$ cat config.mk
export PLATFORM = sky130hd
export DESIGN_NAME = go_back_n_sender_window_top
export DESIGN_NICKNAME = d
export VERILOG_FILES = /design/src/design/gbn_pkg.sv /design/src/design/gbn_seg_unit.sv /design/src/design/go_back_n_sender_window_top.sv
export SDC_FILE = /design/constraint.sdc
export NUM_CORES = 1
export LEC_CHECK = 0
export BUFFER_PORTS_ARGS = -buffer_cell sky130_fd_sc_hd__clkbuf_2
export CAP_MARGIN = 25
export CORE_AREA = 2 2 300 272
export CTS_CLUSTER_SIZE = 10
export DETAILED_ROUTE_END_ITERATION = 10
export DIE_AREA = 0 0 302 274
export GPL_ROUTABILITY_DRIVEN = 0
export GPL_TIMING_DRIVEN = 0
export PLACE_DENSITY = 0.57
export SYNTH_ARGS = -nofsm -noshare
export SYNTH_HDL_FRONTEND = slang
export SYNTH_SLANG_ARGS = --single-unit
$ cat constraint.sdc
create_clock -name i_clk -period 9.6 [get_ports i_clk]
set_input_delay 2.4 -clock i_clk [delete_from_list [all_inputs] [get_ports i_clk]]
set_output_delay 2.4 -clock i_clk [all_outputs]
set_load 0.05 [all_outputs]
$ cat src/design/gbn_pkg.sv
// ----------------------------------------------------------------------------
// gbn_pkg
// Shared types and fixed constants of the go-back-N sender window block.
// ----------------------------------------------------------------------------
package gbn_pkg;

    // Field widths fixed by the interface
    localparam int WIN_CFG_W    = 6;
    localparam int FILE_W       = 32;
    localparam int REQLEN_W     = 11;
    localparam int ACT_W        = 2;
    localparam int NUM_W        = 32;
    localparam int LEN_W        = 11;
    localparam int IDX_W        = 23;
    localparam int RESULT_LIMIT = 32;
    localparam int CFG_IDX_W    = 2;
    localparam int CFG_DATA_W   = 32;

    // Action codes of an input transaction
    localparam logic [ACT_W-1:0] ACT_START   = 2'd0;
    localparam logic [ACT_W-1:0] ACT_ACK     = 2'd1;
    localparam logic [ACT_W-1:0] ACT_TIMEOUT = 2'd2;

    // Configuration register indexes
    localparam logic [CFG_IDX_W-1:0] CFG_WINDOW = 2'd0;
    localparam logic [CFG_IDX_W-1:0] CFG_FILE   = 2'd1;
    localparam logic [CFG_IDX_W-1:0] CFG_REQLEN = 2'd2;

    localparam logic [WIN_CFG_W-1:0] WIN_RESET = 6'd4;

    // Connection phase
    typedef enum logic [1:0] {
        PH_IDLE   = 2'd0,
        PH_XFER   = 2'd1,
        PH_FINW   = 2'd2,
        PH_CLOSED = 2'd3
    } t_phase;

    // Sequencer states
    typedef enum logic [5:0] {
        S_IDLE  = 6'b000001,
        S_CALC  = 6'b000010,
        S_SETUP = 6'b000100,
        S_RANGE = 6'b001000,
        S_SEND  = 6'b010000,
        S_FIN   = 6'b100000
    } t_state;

    // Sequencer to segment unit
    typedef struct packed {
        logic load;
        logic step;
    } t_seg_cmd;

    // Segment unit to sequencer
    typedef struct packed {
        logic busy;
        logic last;
    } t_seg_sts;

endpackage

$ cat src/design/gbn_seg_unit.sv
// ----------------------------------------------------------------------------
// gbn_seg_unit
// Segment index walker: one shared incrementer and its compares stepping through
// a range of segments, producing byte offset, length and last marker.
// ----------------------------------------------------------------------------
module gbn_seg_unit #(
    parameter int CNT_W     = 23,
    parameter int SEG_SHIFT = 10
) (
    input  logic                          i_clk,
    input  logic                          i_rst_n,
    input  gbn_pkg::t_seg_cmd             i_cmd,
    input  logic [gbn_pkg::IDX_W-1:0]     i_from,
    input  logic [CNT_W-1:0]              i_end,
    input  logic [CNT_W-1:0]              i_nseg,
    input  logic [SEG_SHIFT-1:0]          i_rem,
    output gbn_pkg::t_seg_sts             o_sts,
    output logic [gbn_pkg::NUM_W-1:0]     o_seq,
    output logic [gbn_pkg::LEN_W-1:0]     o_len
);
    import gbn_pkg::*;

    localparam logic [LEN_W-1:0] FULL_LEN = LEN_W'(1 << SEG_SHIFT);

    logic                          r_busy;
    logic [CNT_W-1:0]              r_idx;
    logic [CNT_W-1:0]              r_end;
    logic [CNT_W-1:0]              r_nseg;
    logic [SEG_SHIFT-1:0]          r_rem;
    logic [CNT_W-1:0]              idx_next;
    logic                          is_last;
    logic                          is_short;
    logic [CNT_W+SEG_SHIFT-1:0]    byte_off;

    // Shared incrementer and its compares
    assign idx_next = r_idx + CNT_W'(1);
    assign is_last  = (idx_next == r_end);
    assign is_short = (idx_next == r_nseg) && (r_rem != '0);
    assign byte_off = {r_idx, {SEG_SHIFT{1'b0}}};

    assign o_seq      = byte_off[NUM_W-1:0];
    assign o_len      = is_short ? LEN_W'(r_rem) : FULL_LEN;
    assign o_sts.busy = r_busy;
    assign o_sts.last = is_last;

    // Walk control
    always_ff @(posedge i_clk) begin
        if (!i_rst_n) begin
            r_busy <= 1'b0;
        end else if (i_cmd.load) begin
            r_busy <= 1'b1;
        end else if (i_cmd.step && is_last) begin
            r_busy <= 1'b0;
        end
    end

    // Range registers
    always_ff @(posedge i_clk) begin
        if (i_cmd.load) begin
            r_idx  <= CNT_W'(i_from);
            r_end  <= i_end;
            r_nseg <= i_nseg;
            r_rem  <= i_rem;
        end else if (i_cmd.step) begin
            r_idx <= idx_next;
        end
    end

    a_idx_in_range: assert property (@(posedge i_clk) disable iff (!i_rst_n)
        r_busy |-> (r_idx < r_end))
        else $error("segment index ran past range end");

endmodule

$ cat src/design/go_back_n_sender_window_top.sv
// ----------------------------------------------------------------------------
// go_back_n_sender_window_top
// Go-back-N sender window controller: turns start, acknowledgement and
// timeout transactions into a stream of data and FIN send commands.
// ----------------------------------------------------------------------------
// The input transaction is captured, then passes the CALC, SETUP and RANGE states;
// results are registered into the output register from the SEND or FIN state. An item
// holds the block until its results are out, one per cycle from the walker unless the output stalls.
// The output register lets a new item be taken while a result waits.
// Reset: synchronous active low; phase idle, window empty, config defaults.
module go_back_n_sender_window_top #(
    parameter int SEGMENT_BYTES = 1024,
    parameter int MAX_WINDOW    = 32
) (
    input  logic                              i_clk,
    input  logic                              i_rst_n,
    input  logic                              i_cfg_we,
    input  logic [gbn_pkg::CFG_IDX_W-1:0]     i_cfg_idx,
    input  logic [gbn_pkg::CFG_DATA_W-1:0]    i_cfg_data,
    input  logic                              i_in_valid,
    output logic                              o_in_ready,
    input  logic [gbn_pkg::ACT_W-1:0]         i_action,
    input  logic [gbn_pkg::NUM_W-1:0]         i_ack_number,
    input  logic [gbn_pkg::NUM_W-1:0]         i_peer_seq,
    output logic                              o_out_valid,
    input  logic                              i_out_ready,
    output logic [gbn_pkg::NUM_W-1:0]         o_seq_number,
    output logic [gbn_pkg::NUM_W-1:0]         o_ack_field,
    output logic                              o_fin_flag,
    output logic [gbn_pkg::LEN_W-1:0]         o_payload_length,
    output logic                              o_last,
    output logic                              o_closed
);
    import gbn_pkg::*;

    localparam int SEG_SHIFT = $clog2(SEGMENT_BYTES);
    localparam int NSEG_W    = FILE_W + 1 - SEG_SHIFT;
    localparam int CNT_W     = (NSEG_W > IDX_W) ? NSEG_W : IDX_W;
    localparam int EFF_CAP   = (MAX_WINDOW < RESULT_LIMIT) ? MAX_WINDOW : RESULT_LIMIT;
    localparam int WIN_W     = $clog2(EFF_CAP + 1);
    localparam logic [FILE_W:0] SEG_ROUND = (FILE_W + 1)'(SEGMENT_BYTES - 1);

    // Configuration registers
    logic [WIN_CFG_W-1:0] r_window_size;
    logic [FILE_W-1:0]    r_file_size;
    logic [REQLEN_W-1:0]  r_request_length;

    // Connection state
    t_state               r_state;
    t_state               n_state;
    t_phase               r_phase;
    logic [IDX_W-1:0]     r_head;
    logic [IDX_W-1:0]     r_tail;
    logic [NUM_W-1:0]     r_fin_seq_saved;
    logic [NUM_W-1:0]     r_fin_ack_saved;

    // Latched transaction and working values
    logic [ACT_W-1:0]     r_action;
    logic [NUM_W-1:0]     r_ackn;
    logic [NUM_W-1:0]     r_pseq;
    logic [NSEG_W-1:0]    r_req;
    logic [NSEG_W-1:0]    r_nseg;
    logic [SEG_SHIFT-1:0] r_rem;
    logic [WIN_W-1:0]     r_w;
    logic [IDX_W-1:0]     r_from;
    logic [IDX_W-1:0]     r_to;
    logic [NUM_W-1:0]     r_pend_seq;
    logic [NUM_W-1:0]     r_pend_ack;
    logic                 r_pend_cls;

    // Output register
    logic                 r_out_valid;
    logic [NUM_W-1:0]     r_out_seq;
    logic [NUM_W-1:0]     r_out_ack;
    logic                 r_out_fin;
    logic [LEN_W-1:0]     r_out_len;
    logic                 r_out_last;
    logic                 r_out_cls;

    logic                 in_acc;
    logic                 out_adv;
    logic [WIN_W-1:0]     w_eff;
    logic [IDX_W-1:0]     req_cl;
    logic                 slide;
    logic [IDX_W-1:0]     slid_tail;
    logic [CNT_W-1:0]     range_end;
    logic                 range_some;
    logic                 xfer_done;
    logic                 go_send;
    logic                 send_out;
    logic                 fin_out;
    t_seg_cmd             seg_cmd;
    t_seg_sts             seg_sts;
    logic [NUM_W-1:0]     seg_seq;
    logic [LEN_W-1:0]     seg_len;

    assign o_in_ready = (r_state == S_IDLE);
    assign in_acc     = i_in_valid && o_in_ready;
    assign out_adv    = !r_out_valid || i_out_ready;

    // Effective window: zero acts as one, large values saturate
    always_comb begin
        if (r_window_size == '0) begin
            w_eff = WIN_W'(1);
        end else if (r_window_size > WIN_CFG_W'(EFF_CAP)) begin
            w_eff = WIN_W'(EFF_CAP);
        end else begin
            w_eff = WIN_W'(r_window_size);
        end
    end

    // Acknowledged segment clamped to tail, and window slide
    always_comb begin
        if (CNT_W'(r_req) > CNT_W'(r_tail)) begin
            req_cl = r_tail;
        end else begin
            req_cl = IDX_W'(r_req);
        end
        slide     = (req_cl > r_head);
        slid_tail = slide ? (req_cl + IDX_W'(r_w)) : r_tail;
    end

    // Range end limited to the segment count
    always_comb begin
        if (CNT_W'(r_to) < CNT_W'(r_nseg)) begin
            range_end = CNT_W'(r_to);
        end else begin
            range_end = CNT_W'(r_nseg);
        end
        range_some = (CNT_W'(r_from) < range_end);
        xfer_done  = (r_action == ACT_ACK) && (r_phase == PH_XFER)
                     && (CNT_W'(r_head) >= CNT_W'(r_nseg));
        go_send    = range_some && !xfer_done
                     && ((r_action == ACT_START)
                         || (((r_action == ACT_ACK) || (r_action == ACT_TIMEOUT))
                             && (r_phase == PH_XFER)));
    end

    assign send_out     = (r_state == S_SEND) && out_adv;
    assign fin_out      = (r_state == S_FIN) && out_adv;
    assign seg_cmd.load = (r_state == S_RANGE) && go_send;
    assign seg_cmd.step = send_out;

    // Sequencer
    always_comb begin
        n_state = r_state;
        case (r_state)
            S_IDLE: begin
                if (in_acc) begin
                    n_state = S_CALC;
                end
            end
            S_CALC:  n_state = S_SETUP;
            S_SETUP: n_state = S_RANGE;
            S_RANGE: begin
                if (xfer_done) begin
                    n_state = (r_ackn == r_file_size) ? S_FIN : S_IDLE;
                end else if (go_send) begin
                    n_state = S_SEND;
                end else if ((r_phase == PH_FINW)
                             && ((r_action == ACT_ACK) || (r_action == ACT_TIMEOUT))) begin
                    n_state = S_FIN;
                end else begin
                    n_state = S_IDLE;
                end
            end
            S_SEND: begin
                if (send_out && seg_sts.last) begin
                    n_state = S_IDLE;
                end
            end
            S_FIN: begin
                if (fin_out) begin
                    n_state = S_IDLE;
                end
            end
            default: n_state = S_IDLE;
        endcase
    end

    always_ff @(posedge i_clk) begin
        if (!i_rst_n) begin
            r_state <= S_IDLE;
        end else begin
            r_state <= n_state;
        end
    end

    // Configuration writes
    always_ff @(posedge i_clk) begin
        if (!i_rst_n) begin
            r_window_size    <= WIN_RESET;
            r_file_size      <= '0;
            r_request_length <= '0;
        end else if (i_cfg_we) begin
            case (i_cfg_idx)
                CFG_WINDOW: r_window_size    <= i_cfg_data[WIN_CFG_W-1:0];
                CFG_FILE:   r_file_size      <= i_cfg_data[FILE_W-1:0];
                CFG_REQLEN: r_request_length <= i_cfg_data[REQLEN_W-1:0];
                default:    ;
            endcase
        end
    end

    // Capture of the input transaction
    always_ff @(posedge i_clk) begin
        if (in_acc) begin
            r_action <= i_action;
            r_ackn   <= i_ack_number;
            r_pseq   <= i_peer_seq;
        end
    end

    // Segment rounding and effective window
    always_ff @(posedge i_clk) begin
        if (r_state == S_CALC) begin
            r_req  <= NSEG_W'(({1'b0, r_ackn} + SEG_ROUND) >> SEG_SHIFT);
            r_nseg <= NSEG_W'(({1'b0, r_file_size} + SEG_ROUND) >> SEG_SHIFT);
            r_rem  <= r_file_size[SEG_SHIFT-1:0];
            r_w    <= w_eff;
        end
    end

    // Window update and send range
    always_ff @(posedge i_clk) begin
        if (!i_rst_n) begin
            r_phase         <= PH_IDLE;
            r_head          <= '0;
            r_tail          <= '0;
            r_fin_seq_saved <= '0;
            r_fin_ack_saved <= '0;
        end else if (r_state == S_SETUP) begin
            case (r_action)
                ACT_START: begin
                    r_phase <= PH_XFER;
                    r_head  <= '0;
                    r_tail  <= IDX_W'(r_w);
                    r_from  <= '0;
                    r_to    <= IDX_W'(r_w);
                end
                ACT_ACK: begin
                    r_from <= r_tail;
                    r_to   <= slid_tail;
                    if ((r_phase == PH_XFER) && slide) begin
                        r_head <= req_cl;
                        r_tail <= slid_tail;
                    end
                end
                ACT_TIMEOUT: begin
                    r_from <= r_head;
                    r_to   <= r_tail;
                end
                default: ;
            endcase
        end else if (r_state == S_RANGE) begin
            if (xfer_done) begin
                r_phase         <= PH_FINW;
                r_head          <= '0;
                r_tail          <= IDX_W'(r_w);
                r_fin_seq_saved <= r_ackn;
                r_fin_ack_saved <= r_pseq + NUM_W'(1);
            end else if ((r_action == ACT_ACK) && (r_phase == PH_FINW)) begin
                r_phase <= PH_CLOSED;
            end
        end
    end

    // Pending FIN packet
    always_ff @(posedge i_clk) begin
        if (r_state == S_RANGE) begin
            if ((r_action == ACT_TIMEOUT) && (r_phase == PH_FINW)) begin
                r_pend_seq <= r_fin_seq_saved;
                r_pend_ack <= r_fin_ack_saved;
                r_pend_cls <= 1'b0;
            end else begin
                r_pend_seq <= r_ackn;
                r_pend_ack <= r_pseq + NUM_W'(1);
                r_pend_cls <= !xfer_done;
            end
        end
    end

    // Segment walker
    gbn_seg_unit #(
        .CNT_W     (CNT_W),
        .SEG_SHIFT (SEG_SHIFT)
    ) u_seg (
        .i_clk   (i_clk),
        .i_rst_n (i_rst_n),
        .i_cmd   (seg_cmd),
        .i_from  (r_from),
        .i_end   (range_end),
        .i_nseg  (CNT_W'(r_nseg)),
        .i_rem   (r_rem),
        .o_sts   (seg_sts),
        .o_seq   (seg_seq),
        .o_len   (seg_len)
    );

    // Output register
    always_ff @(posedge i_clk) begin
        if (!i_rst_n) begin
            r_out_valid <= 1'b0;
        end else if (send_out || fin_out) begin
            r_out_valid <= 1'b1;
        end else if (i_out_ready) begin
            r_out_valid <= 1'b0;
        end
    end

    always_ff @(posedge i_clk) begin
        if (send_out) begin
            r_out_seq  <= seg_seq;
            r_out_ack  <= NUM_W'(r_request_length);
            r_out_fin  <= 1'b0;
            r_out_len  <= seg_len;
            r_out_last <= seg_sts.last;
            r_out_cls  <= 1'b0;
        end else if (fin_out) begin
            r_out_seq  <= r_pend_seq;
            r_out_ack  <= r_pend_ack;
            r_out_fin  <= 1'b1;
            r_out_len  <= '0;
            r_out_last <= 1'b1;
            r_out_cls  <= r_pend_cls;
        end
    end

    assign o_out_valid      = r_out_valid;
    assign o_seq_number     = r_out_seq;
    assign o_ack_field      = r_out_ack;
    assign o_fin_flag       = r_out_fin;
    assign o_payload_length = r_out_len;
    assign o_last           = r_out_last;
    assign o_closed         = r_out_cls;

    // Checks
    a_fin_no_payload: assert property (@(posedge i_clk) disable iff (!i_rst_n)
        (r_out_valid && r_out_fin) |-> (r_out_len == '0))
        else $error("FIN carries payload length");

    a_close_is_last_fin: assert property (@(posedge i_clk) disable iff (!i_rst_n)
        (r_out_valid && r_out_cls) |-> (r_out_fin && r_out_last))
        else $error("close marker on a non-final or data packet");

    a_data_aligned: assert property (@(posedge i_clk) disable iff (!i_rst_n)
        (r_out_valid && !r_out_fin) |-> (r_out_seq[SEG_SHIFT-1:0] == '0))
        else $error("data offset not segment aligned");

    a_send_walker_busy: assert property (@(posedge i_clk) disable iff (!i_rst_n)
        (r_state == S_SEND) |-> seg_sts.busy)
        else $error("send state without active segment walk");

endmodule
Word-level counts from Yosys, hierarchy flattened
Index checks and enable logic that the tools add are counted.
{"block": "classes", "n_addsub": 5, "n_mul": 0, "div_mod_pow": 0, "order_cmp": 6, "n_eq_ne": 21, "n_shift": 0, "mux": 44, "bitwise": 1, "reduce_logical": 41}
{"op": "$mux 23", "n": 13}
{"op": "$pmux 23 s3", "n": 2}
{"op": "$mux 32", "n": 4}
{"op": "$pmux 23 s2", "n": 2}
{"op": "$add 32x10->33 const B", "n": 2}
{"op": "$mux 11", "n": 5}
{"op": "$mux 6", "n": 8}
{"op": "$eq 23x23->1", "n": 2}
{"op": "$gt 23x23->1", "n": 2}
{"op": "$lt 23x23->1", "n": 2}
{"op": "$pmux 6 s6", "n": 1}
{"op": "$add 32x1->32 const B", "n": 1}
{"op": "$eq 32x32->1", "n": 1}
{"op": "$add 23x1->23 const B", "n": 1}
{"op": "$add 23x6->23", "n": 1}
{"op": "$ge 23x23->1", "n": 1}
{"op": "$logic_and 1x1->1", "n": 15}
{"op": "$reduce_and 3->1", "n": 4}
{"op": "$mux 2", "n": 5}
{"op": "$reduce_bool 10->1", "n": 1}
{"op": "$reduce_bool 2->1", "n": 5}
{"op": "$eq 2x1->1 const B", "n": 3}
{"op": "$eq 2x2->1 const B", "n": 3}
{"op": "$eq 6x1->1 const B", "n": 1}
{"op": "other kinds (20)", "n": 33}
{"block": "word_totals", "register_bits": 564, "latch_bits": 0, "mem_bits_rw": 0, "mem_bits_ro": 0, "input_bits": 105, "output_inout_bits": 80, "wordCells": 153, "mem_count": 0}

Logic depth before layout (Yosys ltp)
Gate-level depths: netlist of run 1.
{"block": "depth", "depth_word": 9, "depth_mapped": 25, "ltp_nobuf": 20}

Hierarchy
A second synthesis of run 1 with hierarchy kept.
{"block": "hier_totals", "hier_cells": 2787, "area_unflattened_um2": 28984.0}
{"module": "go_back_n_sender_window_top", "n_inst": 1, "cells_per_inst": 2389, "area_per_inst_um2": 24033.0, "seq_area_each_um2": 12652.1}
{"module": "gbn_seg_unit", "n_inst": 1, "cells_per_inst": 398, "area_per_inst_um2": 4951.0, "seq_area_each_um2": 2392.3}

Least setup slack after synthesis of run 1
OpenSTA, ideal clock, no wires.
{"block": "synth_timing", "path_type": "flip-flop to flip-flop", "startpoint": "register r_nseg[22]", "endpoint": "register u_seg.r_end[0] (enable)", "setup_ns": 0.410, "arrival_ns": 5.465, "required_time_ns": 9.190, "slack_ns": 3.725, "path_stages_with_launch": 21, "n_path_buf": 4, "synth_period_minus_slack_ns": 5.875, "cell_sequence": "edfxtp_1 inv_1 ha_1 nand4_1 nor4_1 o211ai_1 o21ai_0 or2_2 clkbuf_1 clkbuf_1 mux2i_1 ha_1 a21o_1 a21o_1 a221oi_1 o221ai_1 a2111o_1 or2_1 buf_6 buf_6 inv_1"}
{"element": "start: declaration", "line_no": "go_back_n_sender_window_top.sv:62", "text": "logic [NSEG_W-1:0] r_nseg;"}
{"element": "start signal: assignment", "line_no": "go_back_n_sender_window_top.sv:218", "text": "r_nseg <= NSEG_W'(({1'b0, r_file_size} + SEG_ROUND) >> SEG_SHIFT);"}
{"element": "end signal: assignment", "line_no": "gbn_seg_unit.sv:61", "text": "r_end <= i_end;"}
{"element": "end: declaration", "line_no": "gbn_seg_unit.sv:27", "text": "logic [CNT_W-1:0] r_end;"}

Worst setup path in the final report of run 1
{"block": "layout_timing", "startpoint": "register r_nseg[22]", "endpoint": "register u_seg.r_idx[1] (enable)"}
{"block": "layout_via", "elab_chain_cells": 7, "elab_cells_between_ends": 10, "cone_classes": "order compare: 3; mux: 1; reduce/logical: 6"}
{"element": "$lt 23x23->1 / $ge 23x23->1 (equally long branches)", "line_no": "go_back_n_sender_window_top.sv:125, go_back_n_sender_window_top.sv:132"}
{"element": "$mux 23 / $logic_and 1x1->1 (equally long branches)", "line_no": "go_back_n_sender_window_top.sv:125, go_back_n_sender_window_top.sv:132"}
{"element": "$lt 23x23->1 / $logic_not 1->1 (equally long branches)", "line_no": "go_back_n_sender_window_top.sv:130, go_back_n_sender_window_top.sv:133"}
{"element": "$logic_and 1x1->1 *", "line_no": "go_back_n_sender_window_top.sv:133", "text": "go_send = range_some && !xfer_done"}
{"element": "$logic_and 1x1->1 *", "line_no": "go_back_n_sender_window_top.sv:134", "text": "&& ((r_action == ACT_START)"}
{"element": "$logic_and 1x1->1 *", "line_no": "go_back_n_sender_window_top.sv:141", "text": "assign seg_cmd.load = (r_state == S_RANGE) && go_send;"}
{"element": "$reduce_bool 2->1 (no line) *"}
{"element": "end signal: assignment", "line_no": "gbn_seg_unit.sv:60", "text": "r_idx <= CNT_W'(i_from);"}
{"element": "end signal: assignment", "line_no": "gbn_seg_unit.sv:65", "text": "r_idx <= idx_next;"}
{"element": "end: declaration", "line_no": "gbn_seg_unit.sv:26", "text": "logic [CNT_W-1:0] r_idx;"}
Mark *: on every way between the ends. The rest lies on a longest branch, timed or not.
A chain may end at the register's enable or synchronous reset.

==> impl_metrics.env, run 1 <==
export IMPL_status="finished, final reports clean"
export IMPL_fillers=7788
export IMPL_finalMaxSlewViolations=0
export IMPL_num_vias=20900
export IMPL_drtAntennaViolNets=0
export IMPL_cts_tree="done"
export IMPL_cp_required_ns=9.91
export IMPL_wl_per_cell_um=22.8
export IMPL_critPathSlowestCell="nor4_1"
export IMPL_cts_resized=0
export IMPL_clk_pin_slew_ns=0.06
export IMPL_reg2reg_from="r_nseg[22]$_DFFE_PP_"
export IMPL_post_cts_setup_buffer_count=0
export IMPL_initial_core_util=0.345
export IMPL_fin_util=0.401
export IMPL_crit_fanout=12
export IMPL_final_common_cell="edfxtp_1"
export IMPL_min_period_ns=7.00
export IMPL_rsz0062_at_grt="no"
export IMPL_tightest_slew_ns=1.03
export IMPL_synth_top_area_share=0.394
export IMPL_vdd_drop_max_mv=0.129
export IMPL_worstPathArrival_ns=7.32
export IMPL_h_tree_depth=3
export IMPL_crit_chain="inv_1 -> ha_1 -> nand4_1 -> nor4_1 -> o211ai_1 -> o21ai_0 -> or2_2 -> clkbuf_1 -> clkbuf_1 -> mux2i_1 -> ha_1 -> a21o_1 -> a21o_1 -> a221oi_1 -> o221ai_1 -> a2111o_1 -> or2_1 -> buf_6 -> buf_6 -> nand2_1 -> buf_8"
export IMPL_dpl_worst_slack_ns=2.54
export IMPL_ys_seq_area_frac=0.539
export IMPL_power_density_nw_per_um2=166
export IMPL_crit_buf_inv=6
export IMPL_netlist_instances=2554
export IMPL_dp_hpwl_um=71000
export IMPL_grt_max_degree=65
export IMPL_yosys_warnings=0
export IMPL_period_share=0.730
export IMPL_drv_cap=0
export IMPL_worst_hold_path_type="register to register"
export IMPL_synth_top_cell_by_area="edfxtp_1"
export IMPL_clock_sinks=564
export IMPL_drt_total_wl_um=89600
export IMPL_die_area_um2=82700
export IMPL_vias_per_cell=5.31
export IMPL_fin_area_um2=32100
export IMPL_rows=99
export IMPL_drt_iter0_markers=2444
export IMPL_die_w_um=302
export IMPL_crit_type="register to register"
export IMPL_drtPass1Iterations=6
export IMPL_max_slew_margin_rel=0.311
export IMPL_p_leak_nw=12.0
export IMPL_critPathLaunchType="register"
export IMPL_holdBufCountCts=0
export IMPL_synth_distinct_cells=80
export IMPL_setup_viol=0
export IMPL_route_detailed_drc=0
export IMPL_cts_made_buffers=68
export IMPL_synth_top_flop_cell="edfxtp_1"
export IMPL_core_area_um2=80100
export IMPL_clk_path_buf_depth=3
export IMPL_fin_setup_tns_ns=0
export IMPL_clock_insertion_delay_worst_skew_ns=0.62
export IMPL_synthToLayoutAreaGrowth_pct=16.2
export IMPL_ys_seq_elements=564
export IMPL_grt_usage=0.213
export IMPL_num_io_pins=185
export IMPL_cts_root_buffer="clkbuf_16"
export IMPL_setup_worst_path_end_class="register"
export IMPL_netlist_area_um2=27700
export IMPL_layout_common_cells="edfxtp_1 (363), nand2_1 (331), dfxtp_1 (201)"
export IMPL_synth_area_leaders="edfxtp_1 (39%), dfxtp_1 (15%), ha_1 (5.7%), nand2_1 (4.5%), xnor2_1 (3.5%)"
export IMPL_grt_pass1_wl_um=129000
export IMPL_startpoint="r_nseg[22]$_DFFE_PP_"
export IMPL_dpl_cell_area_um2=30200
export IMPL_final_nets=3052
export IMPL_drive_gt1_frac=0.135
export IMPL_worst_clock_skew_ns=0.0309
export IMPL_antenna_found_initial=6
export IMPL_syn_area_per_cell_um2=10.8
export IMPL_grt_pass1_vias=19000
export IMPL_die_h_um=274
export IMPL_min_delay_start="r_rem[9]$_DFFE_PP_"
export IMPL_async_reset_ff_frac=0
export IMPL_fmax_mhz=143
export IMPL_syn_nets=2785
export IMPL_synth_edf_count=363
export IMPL_slowest_delay_ns=0.67
export IMPL_grt_remaining_overflow=0
export IMPL_critPathTopFamily="compound AO/OA/AOI/OAI gates"
export IMPL_fin_ws_ns=2.60
export IMPL_portBuffers=184
export IMPL_finalHoldViolations=0
cells in the mapped netlist, types with 28 or more instances:
cell type,instances
a211oi_1,42
nor2_1,188
dfxtp_1,201
a21oi_1,195
mux2_2,60
nor2b_1,36
nand3_1,65
ha_1,125
and3_1,32
mux2i_1,67
nand4_1,45
xnor2_1,112
xor2_1,58
a22o_1,36
a22oi_1,46
edfxtp_1,363
inv_1,133
o21ai_0,28
clkbuf_1,91
nand2_1,332
per-stage QoR:
step	power [mW]	hold slack, ns	cells
floorplan	2.86	0.400	2554
global placement	3.00	0.403	3798
detailed placement	3.00	0.405	3811
CTS	5.36	0.415	3933
global route	5.49	0.425	3935
finish	5.34	0.415	3935
layer usage:
metal  GRT usage  share of wire  vias up
met1       0.341           0.49    10000
met3      0.0425          0.099      123
met2       0.287           0.39      979
met4      0.0516          0.021        2
li1            -              -     9742
met5           0        0.00012        -
flip-flops by register name, indices dropped and copies added, names as in the netlist, 32 cells and up:
signal / flops
r_fin_seq_saved: 32
r_pend_seq: 32
r_fin_ack_saved: 32
r_file_size: 32
o_ack_field: 32
r_pseq: 32
o_seq_number: 32
r_ackn: 32
r_pend_ack: 32
power by group:
part           internal (mW)  switching (mW)  total [mW]
registers               2.62          0.0628        2.68
logic                 0.0991           0.177       0.277
clock network           1.36            1.01        2.38
total                   4.08            1.26        5.34
cell type report:
| cell class | count | area, um2 | area share |
|---|---|---|---|
| diodes | 2 | 5.00 | 0.000156 |
| plain buffers | 120 | 490 | 0.0153 |
| clock buffers | 113 | 1920 | 0.0598 |
| clock inverters | 9 | 65.1 | 0.00202 |
| inverters | 134 | 505 | 0.0157 |
| multi-input cells | 1736 | 11800 | 0.366 |
| flip-flops and latches | 564 | 14900 | 0.464 |
| well taps | 1060 | 1330 | 0.0413 |
| repair buffers | 197 | 1130 | 0.0350 |
final timing paths:
| path | endpoint | slack [ns] | cells after the start |
|---|---|---|---|
| worst max-delay path | u_seg.r_idx[1]$_DFFE_PP_ | 2.60 | 21 |
| worst min-delay path | u_seg.r_rem[9]$_DFFE_PP_ | 0.42 | 0 |
| worst max register to register | u_seg.r_idx[1]$_DFFE_PP_ | 2.60 | 21 |
| worst min register to register | u_seg.r_rem[9]$_DFFE_PP_ | 0.42 | 0 |
cell families after synthesis:
kind of cell | count (synthesis) | synth area share
AND/OR/NAND/NOR | 838 | 0.143
flip-flops | 564 | 0.539
AO/OA/AOI/OAI | 453 | 0.107
buffers and inverters | 254 | 0.0359
XOR/XNOR | 180 | 0.0620
multiplexers | 139 | 0.0552
adder cells (fa/ha/maj) | 126 | 0.0572
No activity file was read; power rests on OpenSTA's default activity.
==> inputs of run 2 (changes only) <==
- clock period: 9.6 -> 6.9 ns (I/O delays scaled with it)
==> run 2 against run 1 <==
Combinational power is 39% higher. Clock-buffer cell count stayed put. Non-clock buffer count stayed put. Sequential power is 39% higher. Register-to-register slack worse by 2.2 ns. Via count is 0.12% higher. Hold slack hardly changed.
==> impl_metrics.env, run 2 (synthesis gave the netlist of run 1 again) <==
export IMPL_status="finished, final reports clean"
export IMPL_grt_pass1_wl_um=129000
export IMPL_dpl_cell_area_um2=30200
export IMPL_grt_remaining_overflow=0
export IMPL_antenna_found_initial=6
export IMPL_critPathLaunchType="register"
export IMPL_drtPass1Iterations=6
export IMPL_tightest_slew_ns=1.04
export IMPL_die_h_um=274
export IMPL_drt_iter0_markers=2458
export IMPL_dp_hpwl_um=71000
export IMPL_final_nets=3052
export IMPL_vdd_drop_max_mv=0.180
export IMPL_finalMaxSlewViolations=0
export IMPL_clk_pin_slew_ns=0.06
export IMPL_critPathSlowestCell="nor4_2"
export IMPL_grt_pass1_vias=19000
export IMPL_layout_common_cells="edfxtp_1 (363), nand2_1 (331), dfxtp_1 (201)"
export IMPL_cts_made_buffers=68
export IMPL_use_met2=0.287
export IMPL_num_vias=20900
export IMPL_period_share=0.947
export IMPL_crit_chain="inv_1 -> ha_1 -> nand4_1 -> nor4_2 -> o211ai_1 -> o21ai_0 -> or2_2 -> clkbuf_1 -> clkbuf_2 -> mux2i_1 -> ha_1 -> a21o_1 -> a21o_1 -> a221oi_1 -> o221ai_1 -> a2111o_1 -> or2_1 -> buf_6 -> buf_6 -> nand2_1 -> buf_8"
export IMPL_p_leak_nw=12.0
export IMPL_die_area_um2=82700
export IMPL_worst_hold_path_type="register to register"
export IMPL_rows=99
export IMPL_slowest_delay_ns=0.49
export IMPL_wl_per_cell_um=22.7
export IMPL_clk_path_buf_depth=3
export IMPL_rsz0062_at_grt="no"
export IMPL_power_density_nw_per_um2=231
export IMPL_h_tree_depth=3
export IMPL_finalHoldViolations=0
export IMPL_grt_use_met1=0.341
export IMPL_setup_viol=0
export IMPL_grt_usage=0.213
export IMPL_crit_fanout=12
export IMPL_busiest_layer="met1"
export IMPL_max_slew_margin_rel=0.300
export IMPL_p_total_mw=7.42
export IMPL_clock_sinks=564
export IMPL_holdWs_ns=0.415
export IMPL_vias_per_cell=5.31
export IMPL_fillers=7783
export IMPL_die_w_um=302
export IMPL_clock_insertion_delay_worst_skew_ns=0.62
export IMPL_cp_required_ns=7.21
export IMPL_worst_clock_skew_ns=0.0266
export IMPL_synthToLayoutAreaGrowth_pct=16.3
export IMPL_dpl_worst_slack_ns=-0.159
export IMPL_min_period_ns=6.54
export IMPL_fin_area_um2=32200
export IMPL_fin_ws_ns=0.364
export IMPL_use_met3=0.0425
export IMPL_drv_cap=0
export IMPL_drtAntennaViolNets=0
export IMPL_route_detailed_drc=0
export IMPL_cts_tree="done"
export IMPL_grt_max_degree=65
export IMPL_fmax_mhz=153
export IMPL_final_common_cell="edfxtp_1"
export IMPL_worstPathArrival_ns=6.84
export IMPL_core_area_um2=80100
export IMPL_portBuffers=184
export IMPL_setup_worst_path_end_class="register"
export IMPL_initial_core_util=0.345
export IMPL_cts_root_buffer="clkbuf_16"
export IMPL_drive_gt1_frac=0.138
export IMPL_post_cts_setup_buffer_count=0
export IMPL_crit_type="register to register"
export IMPL_num_io_pins=185
export IMPL_fin_setup_tns_ns=0
export IMPL_drt_total_wl_um=89500
-- run 2: timing repair --
item | CTS | global route
hold buffers | 0 | 0
gates resized for setup | 2 | 11
setup endpoints to repair | 64 | 79
-- run 2: worst max-delay path: cells and delay by family, from the launching register on --
kind                       cells  cell delay [ns]
adders and majority gates      2             0.65
and+or+nand+nor                5             1.58
buffers and inverters          6             1.35
AOI/OAI and AO/OA              7             1.90
muxes                          1             0.35
DFF                            1             0.38
-- run 2: stage by stage --
stage           util  cells
2_1_floorplan      -   2554
3_3_place_gp   0.373   3798
3_5_place_dp   0.376   3811
4_1_cts        0.401   3933
5_1_grt        0.401   3935
6_report       0.402   3937
-- run 2: routing by layer --
metal,up-vias,wire (um)
met5,-,13
met4,2,1920
met3,119,8690
met2,929,35300
met1,10100,43600
li1,9751,-
-- run 2: power breakdown --
| part | internal [mW] | switching [mW] |
|---|---|---|
| Clock | 1.90 | 1.41 |
| Combinational | 0.138 | 0.248 |
| Sequential | 3.64 | 0.0868 |
-- run 2: final timing paths --
| check | slack (ns) | to | from | depth (start not counted) |
|---|---|---|---|---|
| min reg2reg | 0.42 | u_seg.r_rem[9]$_DFFE_PP_ | r_rem[9]$_DFFE_PP_ | 0 |
| max reg2reg | 0.36 | u_seg.r_idx[1]$_DFFE_PP_ | r_nseg[22]$_DFFE_PP_ | 21 |
| max | 0.36 | u_seg.r_idx[1]$_DFFE_PP_ | r_nseg[22]$_DFFE_PP_ | 21 |
| min | 0.42 | u_seg.r_rem[9]$_DFFE_PP_ | r_rem[9]$_DFFE_PP_ | 0 |
-- run 2: final cells by class --
class                      count  area (um2)  share of cell area
tap                         1060        1330              0.0412
buffer                       120         494              0.0154
multi-input combinational   1736       11800               0.367
inverter                     134         505              0.0157
clock inverter                 9        65.1             0.00202
timing repair buffer         197        1130              0.0350
antenna                        4        10.0            0.000311
clock buffer                 113        1920              0.0597
sequential                   564       14900               0.464
==> inputs of run 3 (changes only) <==
- CORE_AREA: 2 2 300 272 -> 2 2 244 222
- CTS_BUF_LIST: unset -> sky130_fd_sc_hd__clkbuf_16
- DIE_AREA: 0 0 302 274 -> 0 0 246 224
- PLACE_DENSITY: 0.57 -> 0.77
==> run 3 against run 2 <==
Total power decreased by 1.7%. Sequential power about the same. Clock skew decreased by 0.011 ns. Cell area decreased by 1.7%. Clock-buffer cell count decreased by 43. Hold slack improved by 0.00094 ns. Cell count decreased by 9.5%. Die area decreased by 33%. Flip-flop and latch count unchanged. Maximum frequency decreased by 0.91%. Critical path type unchanged. Critical endpoint is now r_to[22]$_DFFE_PP_.
==> impl_metrics.env, run 3 (synthesis gave the netlist of run 1 again) <==
export IMPL_status="finished, final reports clean"
export IMPL_cts_made_buffers=67
export IMPL_vdd_drop_max_mv=0.191
export IMPL_initial_core_util=0.527
export IMPL_grt_pass1_wl_um=124000
export IMPL_min_period_ns=6.60
export IMPL_dpl_cell_area_um2=29600
export IMPL_drive_gt1_frac=0.133
export IMPL_switching_power_mw=1.70
export IMPL_p_int_mw=5.60
export IMPL_core_area_um2=52600
export IMPL_rsz0062_at_grt="no"
export IMPL_clk_pin_slew_ns=0.06
export IMPL_grt_usage=0.300
export IMPL_worstPathArrival_ns=6.94
export IMPL_cts_tree="done"
export IMPL_grt_remaining_overflow=0
export IMPL_holdBufCountCts=0
export IMPL_drt_total_wl_um=83700
export IMPL_swShare=0.233
export IMPL_setup_viol=0
export IMPL_rows=80
export IMPL_fmax_mhz=152
export IMPL_cts_root_buffer="clkbuf_16"
export IMPL_drtAntennaViolNets=0
export IMPL_p_leak_nw=12.1
export IMPL_num_io_pins=185
export IMPL_antenna_found_initial=1
export IMPL_synthToLayoutAreaGrowth_pct=14.3
export IMPL_h_tree_depth=3
export IMPL_worst_clock_skew_ns=0.0159
export IMPL_place_inst=3443
export IMPL_wl_per_cell_um=23.5
export IMPL_clock_sinks=564
export IMPL_post_cts_setup_buffer_count=0
export IMPL_clk_path_buf_depth=3
export IMPL_fillers=4143
export IMPL_clkPwrFrac=0.439
export IMPL_worst_hold_path_type="register to register"
export IMPL_grt_max_degree=68
export IMPL_portBuffers=184
export IMPL_layout_common_cells="edfxtp_1 (363), nand2_1 (331), dfxtp_1 (201)"
export IMPL_grt_pass1_vias=20900
export IMPL_tightest_slew_ns=1.18
export IMPL_num_vias=21900
export IMPL_critPathLaunchType="register"
export IMPL_vias_per_cell=6.15
export IMPL_period_share=0.956
export IMPL_holdWs_ns=0.416
export IMPL_die_w_um=246
export IMPL_drt_iter0_markers=3068
export IMPL_fin_area_um2=31600
export IMPL_finalHoldViolations=0
export IMPL_drtPass1Iterations=6
export IMPL_crit_fanout=10
export IMPL_power_density_nw_per_um2=231
export IMPL_fin_cells=3564
export IMPL_dp_hpwl_um=64600
export IMPL_setup_worst_path_end_class="register"
export IMPL_die_area_um2=55100
export IMPL_die_h_um=224
export IMPL_max_slew_margin_rel=0.210
export IMPL_comb_power_share=0.051
export IMPL_final_nets=3049
export IMPL_clock_insertion_delay_worst_skew_ns=0.62
export IMPL_cp_required_ns=7.25
export IMPL_final_common_cell="edfxtp_1"
export IMPL_drv_cap=0
export IMPL_route_detailed_drc=0
export IMPL_crit_type="register to register"
export IMPL_finalMaxSlewViolations=0
export IMPL_seq_power_share=0.511
-- run 3: cell types whose count changed in the layout (fill, tap and decap cells not counted), sizes merged --
cell,previous run,this run
buf,42,39
clkbuf,388,346
clkinv,4,8
diode,4,1
inv,139,173
-- run 3: worst max-delay path, cell delays in order, from the launching register on --
cell and delay (ns):
dfxtp_1 0.54, inv_1 0.09, ha_1 0.31, nand4_1 0.12, or3_1 0.42, nor3_1 0.27
and2_1 0.25, a21o_1 0.10, clkbuf_1 0.20, buf_2 0.30, buf_2 0.34, mux2i_1 0.38
inv_1 0.10, ha_1 0.23, inv_1 0.08, fa_1 0.21, nor2b_1 0.06, o21ai_0 0.22
a21boi_0 0.20, o21ai_1 0.37, clkbuf_1 0.40, a21oi_1 0.16, mux2_2 0.34, and3_1 0.19
o31ai_1 0.44
-- run 3: path summary, 6_finish.rpt --
kind	startpoint	endpoint	slack, ns	cells past startpoint
worst max-delay path	r_tail[20]$_SDFFE_PN0P_	r_to[22]$_DFFE_PP_	0.30	24
worst min register to register	r_rem[6]$_DFFE_PP_	u_seg.r_rem[6]$_DFFE_PP_	0.42	0
worst max register to register	r_tail[20]$_SDFFE_PN0P_	r_to[22]$_DFFE_PP_	0.30	24
worst min-delay path	r_rem[6]$_DFFE_PP_	u_seg.r_rem[6]$_DFFE_PP_	0.42	0
-- run 3: timing repair --
action,in CTS,in global routing
gates resized for setup,0,3
setup endpoints to repair,0,46
hold endpoints to repair,0,0
-- run 3: metal layers --
layer | up-vias | GRT usage | part of all wire
li1 | 9711 | - | -
met1 | 10500 | 0.428 | 0.41
met2 | 1464 | 0.439 | 0.43
met3 | 237 | 0.0733 | 0.13
met4 | 0 | 0.120 | 0.041
met5 | - | 0 | 0
-- run 3: final cells by class --
type | count | area, um2 | share of cell area
diodes | 1 | 2.50 | 0.0000791
plain buffers | 120 | 492 | 0.0156
clock buffers | 70 | 1750 | 0.0554
clock inverters | 47 | 216 | 0.00685
inverters | 134 | 505 | 0.0160
multi-input cells | 1736 | 11800 | 0.372
flip-flops and latches | 564 | 14900 | 0.472
well taps | 697 | 872 | 0.0276
repair buffers | 195 | 1080 | 0.0343
-- run 3: power groups by stage --
stage | combinational (mW) | sequential [mW] | clock, mW
after floorplan | 0.219 | 3.76 | 0
after global placement | 0.339 | 3.80 | 0
after detailed placement | 0.355 | 3.79 | 0
after CTS | 0.359 | 3.72 | 3.22
after global routing | 0.393 | 3.73 | 3.35
final | 0.369 | 3.73 | 3.20
-- run 3: per-stage QoR --
stage                     setup WS, ns  setup TNS (ns)   util  power [mW]
final                            0.305               0  0.602        7.30
after global routing            0.0138               0  0.602        7.47
after CTS                       0.0283               0  0.601        7.30
after detailed placement        0.0652               0  0.563        4.15
after global placement          -0.848          -85.24  0.561        4.14
after floorplan                   1.03               0      -        3.97
